--- src/sv/contactor_precharge_sequencer_unit_defines.svh ---
// Assertion macros shared by the contactor precharge sequencer modules.
// Depends on nothing; the including module supplies clock and reset.
`ifndef CONTACTOR_PRECHARGE_SEQUENCER_UNIT_DEFINES_SVH
`define CONTACTOR_PRECHARGE_SEQUENCER_UNIT_DEFINES_SVH

// consequence holds in the same cycle as the condition
`define CPS_ASSERT_SAME(label, cond, cons, msg) \
label: assert property (@(posedge clock) disable iff (reset) (cond) |-> (cons)) \
   else $error(msg);

// consequence holds in the following cycle
`define CPS_ASSERT_NEXT(label, cond, cons, msg) \
label: assert property (@(posedge clock) disable iff (reset) (cond) |=> (cons)) \
   else $error(msg);

`endif

--- src/sv/cps_pkg.sv ---
// Package for the contactor precharge sequencer: types, codes and constants.
// Used by cps_csr, cps_seq and contactor_precharge_sequencer_unit.
package cps_pkg;

   localparam int unsigned FAULT_TICK_LIMIT_DEF  = 1000;
   localparam int unsigned NEG_SETTLE_MS_DEF     = 500;
   localparam int unsigned PRECHARGE_DONE_MS_DEF = 1000;

   localparam int unsigned CSR_INDEX_WIDTH = 3;
   localparam int unsigned CSR_DATA_WIDTH  = 16;
   localparam int unsigned DUTY_WIDTH      = 10;
   localparam int unsigned TICK_WIDTH      = 11;

   localparam logic [DUTY_WIDTH-1:0] FULL_DUTY = 10'h3FF;
   localparam logic [TICK_WIDTH-1:0] FAULT_SAT = 11'h7FF;

   localparam logic [CSR_INDEX_WIDTH-1:0] CSR_CONTROL_ENABLE    = 3'd0;
   localparam logic [CSR_INDEX_WIDTH-1:0] CSR_INVERTED_LOGIC    = 3'd1;
   localparam logic [CSR_INDEX_WIDTH-1:0] CSR_PWM_ECONOMIZE     = 3'd2;
   localparam logic [CSR_INDEX_WIDTH-1:0] CSR_PRECHARGE_TIME_MS = 3'd3;
   localparam logic [CSR_INDEX_WIDTH-1:0] CSR_HOLD_DUTY         = 3'd4;
   localparam logic [CSR_INDEX_WIDTH-1:0] CSR_BATTERY2_ENABLE   = 3'd5;
   localparam logic [CSR_INDEX_WIDTH-1:0] CSR_STARTUP_DELAY_MS  = 3'd6;

   localparam logic [15:0]           PRECHARGE_TIME_RST = 16'd100;
   localparam logic [DUTY_WIDTH-1:0] HOLD_DUTY_RST      = 10'd250;
   localparam logic [15:0]           STARTUP_DELAY_RST  = 16'd10000;

   typedef enum logic [2:0] {
      PH_OPEN     = 3'd0,
      PH_START    = 3'd1,
      PH_NEGATIVE = 3'd2,
      PH_PRECHARGE = 3'd3,
      PH_POSITIVE = 3'd4,
      PH_DONE     = 3'd5,
      PH_SHUTDOWN = 3'd6
   } cps_phase_type;

   typedef enum logic [1:0] {
      ST_OPEN      = 2'd0,
      ST_ENGAGED   = 2'd1,
      ST_FAULT     = 2'd2,
      ST_PRECHARGE = 2'd3
   } cps_status_type;

   typedef struct packed {
      logic                  control_enable;
      logic                  inverted_logic;
      logic                  pwm_economize;
      logic [15:0]           precharge_time_ms;
      logic [DUTY_WIDTH-1:0] hold_duty;
      logic                  battery2_enable;
      logic [15:0]           startup_delay_ms;
   } cps_cfg_type;

   typedef struct packed {
      logic [31:0] now_ms;
      logic        bms_fault;
      logic        closing_allowed;
      logic        estop_active;
      logic        battery2_allowed;
   } cps_req_type;

   typedef struct packed {
      logic [DUTY_WIDTH-1:0] negative_duty;
      logic [DUTY_WIDTH-1:0] positive_duty;
      logic                  precharge_level;
      logic [1:0]            engage_status;
      logic                  open_contactor_error;
      logic                  battery2_level;
      logic                  battery2_engaged;
      logic [2:0]            sequence_phase;
   } cps_rsp_type;

endpackage

--- src/sv/cps_csr.sv ---
// Configuration registers of the contactor precharge sequencer.
// Depends on cps_pkg for the register indexes, reset values and cps_cfg_type.
module cps_csr (
   input  logic                                 clock,
   input  logic                                 reset,
   input  logic                                 csr_valid,
   output logic                                 csr_ready,
   input  logic [cps_pkg::CSR_INDEX_WIDTH-1:0]  csr_index,
   input  logic [cps_pkg::CSR_DATA_WIDTH-1:0]   csr_data,
   output cps_pkg::cps_cfg_type                 cfg
);

   cps_pkg::cps_cfg_type cfg_ff;
   cps_pkg::cps_cfg_type cfg_in;
   logic                 write_en;

   assign csr_ready = 1'b1;
   assign write_en  = csr_valid && csr_ready;
   assign cfg       = cfg_ff;

   always_comb begin
      cfg_in = cfg_ff;
      if (write_en) begin
         unique case (csr_index)
            cps_pkg::CSR_CONTROL_ENABLE:    cfg_in.control_enable    = csr_data[0];
            cps_pkg::CSR_INVERTED_LOGIC:    cfg_in.inverted_logic    = csr_data[0];
            cps_pkg::CSR_PWM_ECONOMIZE:     cfg_in.pwm_economize     = csr_data[0];
            cps_pkg::CSR_PRECHARGE_TIME_MS: cfg_in.precharge_time_ms = csr_data;
            cps_pkg::CSR_HOLD_DUTY:
               cfg_in.hold_duty = csr_data[cps_pkg::DUTY_WIDTH-1:0];
            cps_pkg::CSR_BATTERY2_ENABLE:   cfg_in.battery2_enable   = csr_data[0];
            cps_pkg::CSR_STARTUP_DELAY_MS:  cfg_in.startup_delay_ms  = csr_data;
            default: ;
         endcase
      end
   end

   always_ff @(posedge clock) begin
      if (reset) begin
         cfg_ff.control_enable    <= 1'b0;
         cfg_ff.inverted_logic    <= 1'b0;
         cfg_ff.pwm_economize     <= 1'b0;
         cfg_ff.precharge_time_ms <= cps_pkg::PRECHARGE_TIME_RST;
         cfg_ff.hold_duty         <= cps_pkg::HOLD_DUTY_RST;
         cfg_ff.battery2_enable   <= 1'b0;
         cfg_ff.startup_delay_ms  <= cps_pkg::STARTUP_DELAY_RST;
      end else begin
         cfg_ff <= cfg_in;
      end
   end

endmodule

--- src/sv/cps_seq.sv ---
// Sequencer state and next-state logic for one control tick.
// Depends on cps_pkg and contactor_precharge_sequencer_unit_defines.svh.
`include "contactor_precharge_sequencer_unit_defines.svh"

module cps_seq #(
   parameter int unsigned FAULT_TICK_LIMIT  = cps_pkg::FAULT_TICK_LIMIT_DEF,
   parameter int unsigned NEG_SETTLE_MS     = cps_pkg::NEG_SETTLE_MS_DEF,
   parameter int unsigned PRECHARGE_DONE_MS = cps_pkg::PRECHARGE_DONE_MS_DEF
) (
   input  logic                 clock,
   input  logic                 reset,
   input  logic                 proc_en,
   input  cps_pkg::cps_req_type req,
   input  cps_pkg::cps_cfg_type cfg,
   output cps_pkg::cps_rsp_type rsp
);

   localparam logic [cps_pkg::TICK_WIDTH-1:0] FAULT_LIMIT =
      cps_pkg::TICK_WIDTH'(FAULT_TICK_LIMIT);
   localparam logic [31:0] NEG_SETTLE  = 32'(NEG_SETTLE_MS);
   localparam logic [31:0] CHARGE_DONE = 32'(PRECHARGE_DONE_MS);

   cps_pkg::cps_phase_type              phase_ff, phase_in;
   cps_pkg::cps_status_type             status_ff, status_in;
   logic [cps_pkg::TICK_WIDTH-1:0]      ticks_ff, ticks_in;
   logic [31:0]                         start_ff, start_in;
   logic [cps_pkg::DUTY_WIDTH-1:0]      neg_ff, neg_in;
   logic [cps_pkg::DUTY_WIDTH-1:0]      pos_ff, pos_in;
   logic                                pre_ff, pre_in;
   logic                                sec_drive_ff, sec_drive_in;
   logic                                sec_engaged_ff, sec_engaged_in;

   logic [31:0]                         elapsed;
   logic                                b2_close;
   logic                                closing_req;
   logic                                started;
   logic [cps_pkg::DUTY_WIDTH-1:0]      open_duty;
   logic [cps_pkg::DUTY_WIDTH-1:0]      full_duty;
   logic [cps_pkg::DUTY_WIDTH-1:0]      hold_duty;
   logic [cps_pkg::DUTY_WIDTH-1:0]      level_duty;

   assign elapsed     = req.now_ms - start_ff;
   assign b2_close    = (phase_ff == cps_pkg::PH_DONE) && req.battery2_allowed;
   assign closing_req = req.closing_allowed && !req.estop_active;
   assign started     = req.now_ms >= {16'd0, cfg.startup_delay_ms};
   assign level_duty  = cfg.inverted_logic ? '0 : cps_pkg::FULL_DUTY;
   assign open_duty   = (cfg.pwm_economize || !cfg.inverted_logic) ? '0 : cps_pkg::FULL_DUTY;
   assign full_duty   = cfg.pwm_economize ? cps_pkg::FULL_DUTY : level_duty;
   assign hold_duty   = cfg.pwm_economize ? cfg.hold_duty : level_duty;

   always_comb begin
      phase_in       = phase_ff;
      status_in      = status_ff;
      ticks_in       = ticks_ff;
      start_in       = start_ff;
      neg_in         = neg_ff;
      pos_in         = pos_ff;
      pre_in         = pre_ff;
      sec_drive_in   = sec_drive_ff;
      sec_engaged_in = sec_engaged_ff;
      if (proc_en) begin
         if (cfg.battery2_enable) begin
            sec_drive_in   = b2_close ^ cfg.inverted_logic;
            sec_engaged_in = b2_close;
         end
         if (cfg.control_enable) begin
            if (!req.bms_fault) begin
               ticks_in = '0;
            end else if (ticks_ff != cps_pkg::FAULT_SAT) begin
               ticks_in = ticks_ff + 1'b1;
            end
            if (ticks_in > FAULT_LIMIT) begin
               phase_in = cps_pkg::PH_SHUTDOWN;
            end
            if (phase_in == cps_pkg::PH_SHUTDOWN) begin
               pre_in    = cfg.inverted_logic;
               neg_in    = open_duty;
               pos_in    = open_duty;
               status_in = cps_pkg::ST_FAULT;
            end else begin
               if (phase_in == cps_pkg::PH_OPEN) begin
                  pre_in    = cfg.inverted_logic;
                  neg_in    = open_duty;
                  pos_in    = open_duty;
                  status_in = cps_pkg::ST_OPEN;
                  if (closing_req) begin
                     phase_in = cps_pkg::PH_START;
                  end
               end
               if (phase_in == cps_pkg::PH_DONE) begin
                  if (!closing_req) begin
                     phase_in = cps_pkg::PH_OPEN;
                  end
               end else if (started) begin
                  unique case (phase_in)
                     cps_pkg::PH_START: begin
                        neg_in    = full_duty;
                        start_in  = req.now_ms;
                        phase_in  = cps_pkg::PH_NEGATIVE;
                        status_in = cps_pkg::ST_PRECHARGE;
                     end
                     cps_pkg::PH_NEGATIVE: begin
                        if (elapsed >= NEG_SETTLE) begin
                           pre_in    = !cfg.inverted_logic;
                           start_in  = req.now_ms;
                           phase_in  = cps_pkg::PH_PRECHARGE;
                           status_in = cps_pkg::ST_PRECHARGE;
                        end
                     end
                     cps_pkg::PH_PRECHARGE: begin
                        if (elapsed >= {16'd0, cfg.precharge_time_ms}) begin
                           pos_in    = full_duty;
                           start_in  = req.now_ms;
                           phase_in  = cps_pkg::PH_POSITIVE;
                           status_in = cps_pkg::ST_PRECHARGE;
                        end
                     end
                     cps_pkg::PH_POSITIVE: begin
                        if (elapsed >= CHARGE_DONE) begin
                           pre_in    = cfg.inverted_logic;
                           neg_in    = hold_duty;
                           pos_in    = hold_duty;
                           phase_in  = cps_pkg::PH_DONE;
                           status_in = cps_pkg::ST_ENGAGED;
                        end
                     end
                     default: ;
                  endcase
               end
            end
         end
      end
   end

   always_ff @(posedge clock) begin
      if (reset) begin
         phase_ff       <= cps_pkg::PH_OPEN;
         status_ff      <= cps_pkg::ST_OPEN;
         ticks_ff       <= '0;
         start_ff       <= '0;
         neg_ff         <= '0;
         pos_ff         <= '0;
         pre_ff         <= 1'b0;
         sec_drive_ff   <= 1'b0;
         sec_engaged_ff <= 1'b0;
      end else begin
         phase_ff       <= phase_in;
         status_ff      <= status_in;
         ticks_ff       <= ticks_in;
         start_ff       <= start_in;
         neg_ff         <= neg_in;
         pos_ff         <= pos_in;
         pre_ff         <= pre_in;
         sec_drive_ff   <= sec_drive_in;
         sec_engaged_ff <= sec_engaged_in;
      end
   end

   always_comb begin
      rsp.negative_duty        = neg_in;
      rsp.positive_duty        = pos_in;
      rsp.precharge_level      = pre_in;
      rsp.engage_status        = status_in;
      rsp.open_contactor_error = phase_in == cps_pkg::PH_SHUTDOWN;
      rsp.battery2_level       = sec_drive_in;
      rsp.battery2_engaged     = sec_engaged_in;
      rsp.sequence_phase       = phase_in;
   end

   `CPS_ASSERT_NEXT(a_shutdown_sticky, phase_ff == cps_pkg::PH_SHUTDOWN, phase_ff == cps_pkg::PH_SHUTDOWN, "shutdown released without reset")
   `CPS_ASSERT_SAME(a_shutdown_status, phase_ff == cps_pkg::PH_SHUTDOWN, status_ff == cps_pkg::ST_FAULT, "shutdown without fault status")
   `CPS_ASSERT_NEXT(a_disabled_hold, proc_en && !cfg.control_enable, $stable(phase_ff) && $stable(ticks_ff), "sequence moved while disabled")
   `CPS_ASSERT_NEXT(a_idle_hold, !proc_en, $stable(phase_ff) && $stable(sec_engaged_ff), "state moved with no item")

endmodule

--- src/sv/contactor_precharge_sequencer_unit.sv ---
// Contactor precharge sequencer: one control tick in, one result item out.
// Items pass from the input register to the result register, which drives result valid.
// Throughput: one item per cycle while rsp_stall is low; result reloads as it is taken.
// Reset (synchronous, active high) clears both valid flags and the sequencer state and
// loads the configuration defaults; the block accepts items once reset is low.
// Depends on cps_pkg, cps_csr, cps_seq and the shared assertion macros.
`include "contactor_precharge_sequencer_unit_defines.svh"

module contactor_precharge_sequencer_unit #(
   parameter int unsigned FAULT_TICK_LIMIT  = cps_pkg::FAULT_TICK_LIMIT_DEF,
   parameter int unsigned NEG_SETTLE_MS     = cps_pkg::NEG_SETTLE_MS_DEF,
   parameter int unsigned PRECHARGE_DONE_MS = cps_pkg::PRECHARGE_DONE_MS_DEF
) (
   input  logic                                clock,
   input  logic                                reset,
   input  logic                                req_valid,
   output logic                                req_stall,
   input  logic [31:0]                         req_now_ms,
   input  logic                                req_bms_fault,
   input  logic                                req_closing_allowed,
   input  logic                                req_estop_active,
   input  logic                                req_battery2_allowed,
   output logic                                rsp_valid,
   input  logic                                rsp_stall,
   output logic [cps_pkg::DUTY_WIDTH-1:0]      rsp_negative_duty,
   output logic [cps_pkg::DUTY_WIDTH-1:0]      rsp_positive_duty,
   output logic                                rsp_precharge_level,
   output logic [1:0]                          rsp_engage_status,
   output logic                                rsp_open_contactor_error,
   output logic                                rsp_battery2_level,
   output logic                                rsp_battery2_engaged,
   output logic [2:0]                          rsp_sequence_phase,
   input  logic                                csr_valid,
   output logic                                csr_ready,
   input  logic [cps_pkg::CSR_INDEX_WIDTH-1:0] csr_index,
   input  logic [cps_pkg::CSR_DATA_WIDTH-1:0]  csr_data
);

   cps_pkg::cps_cfg_type cfg;
   cps_pkg::cps_req_type req_ff, req_in;
   cps_pkg::cps_rsp_type rsp_ff, rsp_in;
   logic                 req_valid_ff, req_valid_in;
   logic                 rsp_valid_ff, rsp_valid_in;
   logic                 accept_in;
   logic                 proc_en;

   assign proc_en   = req_valid_ff && (!rsp_valid_ff || !rsp_stall);
   assign req_stall = req_valid_ff && !proc_en;
   assign accept_in = req_valid && !req_stall;

   always_comb begin
      req_in.now_ms           = req_now_ms;
      req_in.bms_fault        = req_bms_fault;
      req_in.closing_allowed  = req_closing_allowed;
      req_in.estop_active     = req_estop_active;
      req_in.battery2_allowed = req_battery2_allowed;
      req_valid_in = accept_in || (req_valid_ff && !proc_en);
      rsp_valid_in = proc_en || (rsp_valid_ff && rsp_stall);
   end

   cps_csr u_csr (
      .clock     (clock),
      .reset     (reset),
      .csr_valid (csr_valid),
      .csr_ready (csr_ready),
      .csr_index (csr_index),
      .csr_data  (csr_data),
      .cfg       (cfg)
   );

   cps_seq #(
      .FAULT_TICK_LIMIT  (FAULT_TICK_LIMIT),
      .NEG_SETTLE_MS     (NEG_SETTLE_MS),
      .PRECHARGE_DONE_MS (PRECHARGE_DONE_MS)
   ) u_seq (
      .clock   (clock),
      .reset   (reset),
      .proc_en (proc_en),
      .req     (req_ff),
      .cfg     (cfg),
      .rsp     (rsp_in)
   );

   always_ff @(posedge clock) begin
      if (reset) begin
         req_valid_ff <= 1'b0;
         rsp_valid_ff <= 1'b0;
      end else begin
         req_valid_ff <= req_valid_in;
         rsp_valid_ff <= rsp_valid_in;
      end
   end

   always_ff @(posedge clock) begin
      if (accept_in) begin
         req_ff <= req_in;
      end
      if (proc_en) begin
         rsp_ff <= rsp_in;
      end
   end

   assign rsp_valid                = rsp_valid_ff;
   assign rsp_negative_duty        = rsp_ff.negative_duty;
   assign rsp_positive_duty        = rsp_ff.positive_duty;
   assign rsp_precharge_level      = rsp_ff.precharge_level;
   assign rsp_engage_status        = rsp_ff.engage_status;
   assign rsp_open_contactor_error = rsp_ff.open_contactor_error;
   assign rsp_battery2_level       = rsp_ff.battery2_level;
   assign rsp_battery2_engaged     = rsp_ff.battery2_engaged;
   assign rsp_sequence_phase       = rsp_ff.sequence_phase;

   `CPS_ASSERT_NEXT(a_proc_loads_rsp, proc_en, rsp_valid_ff, "processed item lost")
   `CPS_ASSERT_SAME(a_stall_only_full, req_stall, req_valid_ff && rsp_valid_ff && rsp_stall, "input stalled without cause")

endmodule
--- config.mk ---
export PLATFORM = sky130hd
export DESIGN_NAME = contactor_precharge_sequencer_unit
export DESIGN_NICKNAME = d
export VERILOG_FILES = /design/src/sv/cps_pkg.sv /design/src/sv/cps_csr.sv /design/src/sv/cps_seq.sv /design/src/sv/contactor_precharge_sequencer_unit.sv
export VERILOG_INCLUDE_DIRS = /design/src /design/src/sv
export SDC_FILE = /design/constraint.sdc
export NUM_CORES = 1
export LEC_CHECK = 0
export BUFFER_PORTS_ARGS = -buffer_cell sky130_fd_sc_hd__buf_2
export CAP_MARGIN = 20
export CORE_UTILIZATION = 45
export DETAILED_ROUTE_END_ITERATION = 16
export MAX_ROUTING_LAYER = met4
export PLACE_DENSITY_LB_ADDON = 0.15
export SLEW_MARGIN = 20
export SYNTH_ARGS = -nofsm -noshare
export SYNTH_HDL_FRONTEND = slang
export SYNTH_SLANG_ARGS = --single-unit
--- constraint.sdc ---
create_clock -name clock -period 3.8 [get_ports clock]
set_input_delay 0.57 -clock clock [delete_from_list [all_inputs] [get_ports clock]]
set_output_delay 0.57 -clock clock [all_outputs]
set_load 0.005 [all_outputs]
==> summary.txt <==
Floorplan
  – Die H: 160 um
  – Die area: 25,500 sq um
  – Core area: 24,400 sq um
  – Std cell rows: 57
  – Die X: 160 um
  – Top Ports: 92
  – Initial Util: 0.459

Synth
  – Post-synth EDFFs: 65
  – Flops & latches, synth: 184
  – Ys async rst share: 0
  – Yosys warns: 0
  – Cell count after synthesis: 1,332
  – Synth Cell Area: 11,200 sq um
  – Syn_area_per_cell: 8.41 sq um
  – Ranking of synthesized cells by area: dfxtp_1 21%, edfxtp_1 17%, ha_1 7.0%
  – Mapped Nets: 1,456
  – Top cell type's share of synthesized area: 0.213
  – Yosys cell types: 79
  – Synth area leader: dfxtp_1
  – Ys flop type: dfxtp_1
  – Sequential area share after synthesis: 0.387

Clock tree
  – Clk buf depth: 2
  – CTS tree: done
  – Root Driver: clkbuf_16
  – Inserted Clock Buffers: 17
  – Sink Count: 184
  – Post-CTS Hold Buffers: 0
  – H-tree depth: 4
  – Worst skew pair latency: 0.45 ns
  – Clk slew on worst S/H paths: 0.08 ns

STA
  – Setup WS post-layout: -0.172 ns
  – Slew HR: 0.421
  – Fin crit share: 1.05
  – Fmax: 0.252 GHz
  – Worst slew pin tran: 0.862 ns
  – Final hold violation count: 0
  – Skew final: 0.0171 ns
  – Final setup fails: 73
  – Setup TNS: -6.52 ns
  – Pins Over Slew Limit: 0
  – RSZ-0062 raised after global routing: yes
  – Tmin final: 3.97 ns

Power and ir drop
  – Pleak: 6.03 nW
  – Reg power frac: 0.451
  – P_int: 3.37 mW
  – Comb power frac: 0.157
  – Sw Share: 0.283
  – Power share of the clock group: 0.392
  – Maximum vdd ir drop: 0.291 mV
  – Sw Pwr: 1.33 mW
  – PwrDens: 306 nW/um^2

GRT
  – Largest net degree at the start of global routing: 62
  – Initial antenna violation count: 0
  – Vias in the first global route: 10,504
  – Remaining Overflow, GRT: 0
  – GRT Total Usage: 0.275
  – First-pass GRT wire length: 54,400 um

Critical path
  – Critical Path Sink Type: flop
  – Worst EP required: 4.13 ns
  – Max incr delay on CP: 0.40 ns
  – Slowest cell on the critical path: edfxtp_1
  – CP cell instances: inv_2, ha_4, inv_2, fa_2, a211oi_4, o21ai_2, a221oi_2, buf_4, xnor2_4, ha_4, a21o_1, a21oi_2, o21ai_1, a31oi_1, nand2_2, nand4b_1, o211a_4, buf_4, buf_16, mux2i_1, nor2_1
  – Critical path arrival: 4.30 ns
  – CP startpoint kind: flop
  – R2r startpoint: req_ff[4]$_DFFE_PP_
  – CP top delay family: compound AO/OA/AOI/OAI gates
  – CP Launch Point: req_ff[4]$_DFFE_PP_
  – Setup CP Type: flop to flop
  – Bufs and invs on worst path: 5
  – CP max FO: 5

Finish
  – Area growth syn-to-layout: 36.9%
  – Final #Nets: 1,742
  – Layout cells sized above 1: 0.325
  – Ant. Diodes: 0
  – Util after Layout: 0.629

Status
  – Status: finished, violations left
  – Failing checks: setup timing

Hold path
  – Hold Crit Start: req_now_ms[16]
  – Hold Crit Class: primary input to flop

Routing
  – DRC viols: 0
  – Vias/cell: 5.59
  – DR WL/cell: 17.7 um
  – Pre-antenna DRT Iters: 5
  – Final WL: 34,500 um
  – Via count: 10,933
  – Antenna violation net count after detailed routing: 0
  – Initial drt markers: 750

Run
  – Max-cap viol count: 0

Placed design
  – Post-DP HPWL: 25,100 um
  – GPL Wtd Cong: 0.959
  – Place WS: -0.293 ns
  – Port Buffer Count: 90
## per-stage QoR
step                      hold slack (ns)  cell area (sq um)  total power, mW  instances
final                               0.286              15300             4.69       1955
after global routing                0.278              15300             4.87       1955
after CTS                           0.282              14900             4.66       1943
after detailed placement            0.449              13400             2.79       1893
after global placement              0.444              13400             2.78       1893
after floorplan                     0.436              11200             2.50       1332
## registers in the layout (all words and copies together) (netlist names), 2 cells and up
register            count
u_csr.cfg              46
req_ff                 36
u_seq.start_ff         32
u_seq.ticks_ff         11
rsp_negative_duty      10
rsp_positive_duty      10
u_seq.neg_ff           10
u_seq.pos_ff           10
rsp_sequence_phase      3
u_seq.phase_ff          3
rsp_engage_status       2
u_seq.status_ff         2
## cell usage in the layout (no fill, tap or decap), types with 10 or more instances in the layout
cell type  netlist  routed
inv_1           95      91
mux2i_1         45      43
a211oi_1        18      10
o21a_1          15      14
nor2_1         123     118
nor3_2           0      13
a21oi_2          4      14
xnor2_1         15      12
buf_6            2      10
and3_1          20      13
nand2_1        170     162
nor2b_1         13      11
o21ai_0         55      42
buf_2           17      89
clkbuf_16        0      18
a21o_1          11      11
nor3_1          55      34
dfxtp_1        119     119
a21oi_1        123     109
nand4_1         24      24
edfxtp_1        65      65
nand3_1         25      24
ha_1            63      46
a211o_1         13      13
o211ai_1        14      14
ha_4             0      17
buf_4            3     226
nand2b_1        15      14
## kinds of logic after synthesis
family,Yosys count,synth area share
compound gates,360,0.212
xor+xnor,23,0.0180
fa+ha+maj,64,0.0722
simple gates,487,0.204
flops,184,0.387
other cells,1,0.000335
mux,47,0.0422
buf+inv,166,0.0640
## per-layer routing
layer / GRT usage / vias to the layer above / part of all wire
met4: 0.0913 / 0 / 0.025
li1: - / 5375 / -
met3: 0.0312 / 57 / 0.040
met2: 0.444 / 292 / 0.48
met5: - / - / 0
met1: 0.360 / 5209 / 0.46
## path summary, 6_finish.rpt
check,to,slack [ns],depth (start not counted)
max reg2reg,u_seq.start_ff[31]$_SDFFE_PP0P_,-0.17,21
min,req_ff[20]$_DFFE_PP_,0.29,1
min reg2reg,u_csr.cfg[30]$_SDFFE_PP0P_,0.46,2
max,u_seq.start_ff[31]$_SDFFE_PP0P_,-0.17,21
## cells in the mapped netlist, drive strengths merged, types with 4 or more instances
| cell | count |
|---|---|
| a21oi | 127 |
| a21boi | 4 |
| nand3 | 26 |
| nor2b | 13 |
| o22ai | 10 |
| xor2 | 8 |
| ha | 63 |
| nand4 | 24 |
| o211a | 5 |
| nand2b | 15 |
| nand3b | 7 |
| o21bai | 8 |
| and3 | 20 |
| o2111ai | 4 |
| nand2 | 170 |
| dfxtp | 119 |
| a221oi | 5 |
| mux2i | 45 |
| o21ai | 58 |
| o21a | 15 |
| nor4 | 9 |
| or2 | 5 |
| buf | 30 |
| xnor2 | 15 |
| a21o | 11 |
| o31ai | 7 |
| a211o | 13 |
| o221ai | 5 |
| a211oi | 19 |
| clkbuf | 40 |
| inv | 95 |
| and2 | 9 |
| o211ai | 14 |
| a31oi | 9 |
| edfxtp | 65 |
| a41oi | 16 |
| nor3 | 55 |
| nor2 | 123 |
## final cells by class
class,instances,area [sq um]
flip-flops and latches,184,4330
repair buffers,337,2520
clock buffers,19,464
fillers,2138,9050
multi-input cells,982,7100
clock inverters,13,153
well taps,324,405
inverters,96,360
## repair_timing
item,CTS,global route
endpoints found under the hold margin,0,0
gates resized for setup,132,67
pin swaps,64,36
gates cloned,4,0
buffers inserted,14,11
endpoints found under the setup margin,85,85
## power groups by stage
| stage | registers (mW) | logic (mW) | clock network [mW] |
|---|---|---|---|
| floorplan | 2.16 | 0.347 | 0 |
| global placement | 2.16 | 0.623 | 0 |
| detailed placement | 2.16 | 0.632 | 0 |
| CTS | 2.12 | 0.671 | 1.88 |
| global route | 2.12 | 0.801 | 1.94 |
| finish | 2.12 | 0.735 | 1.84 |
Note: power is estimated with default switching activity, not from simulation.
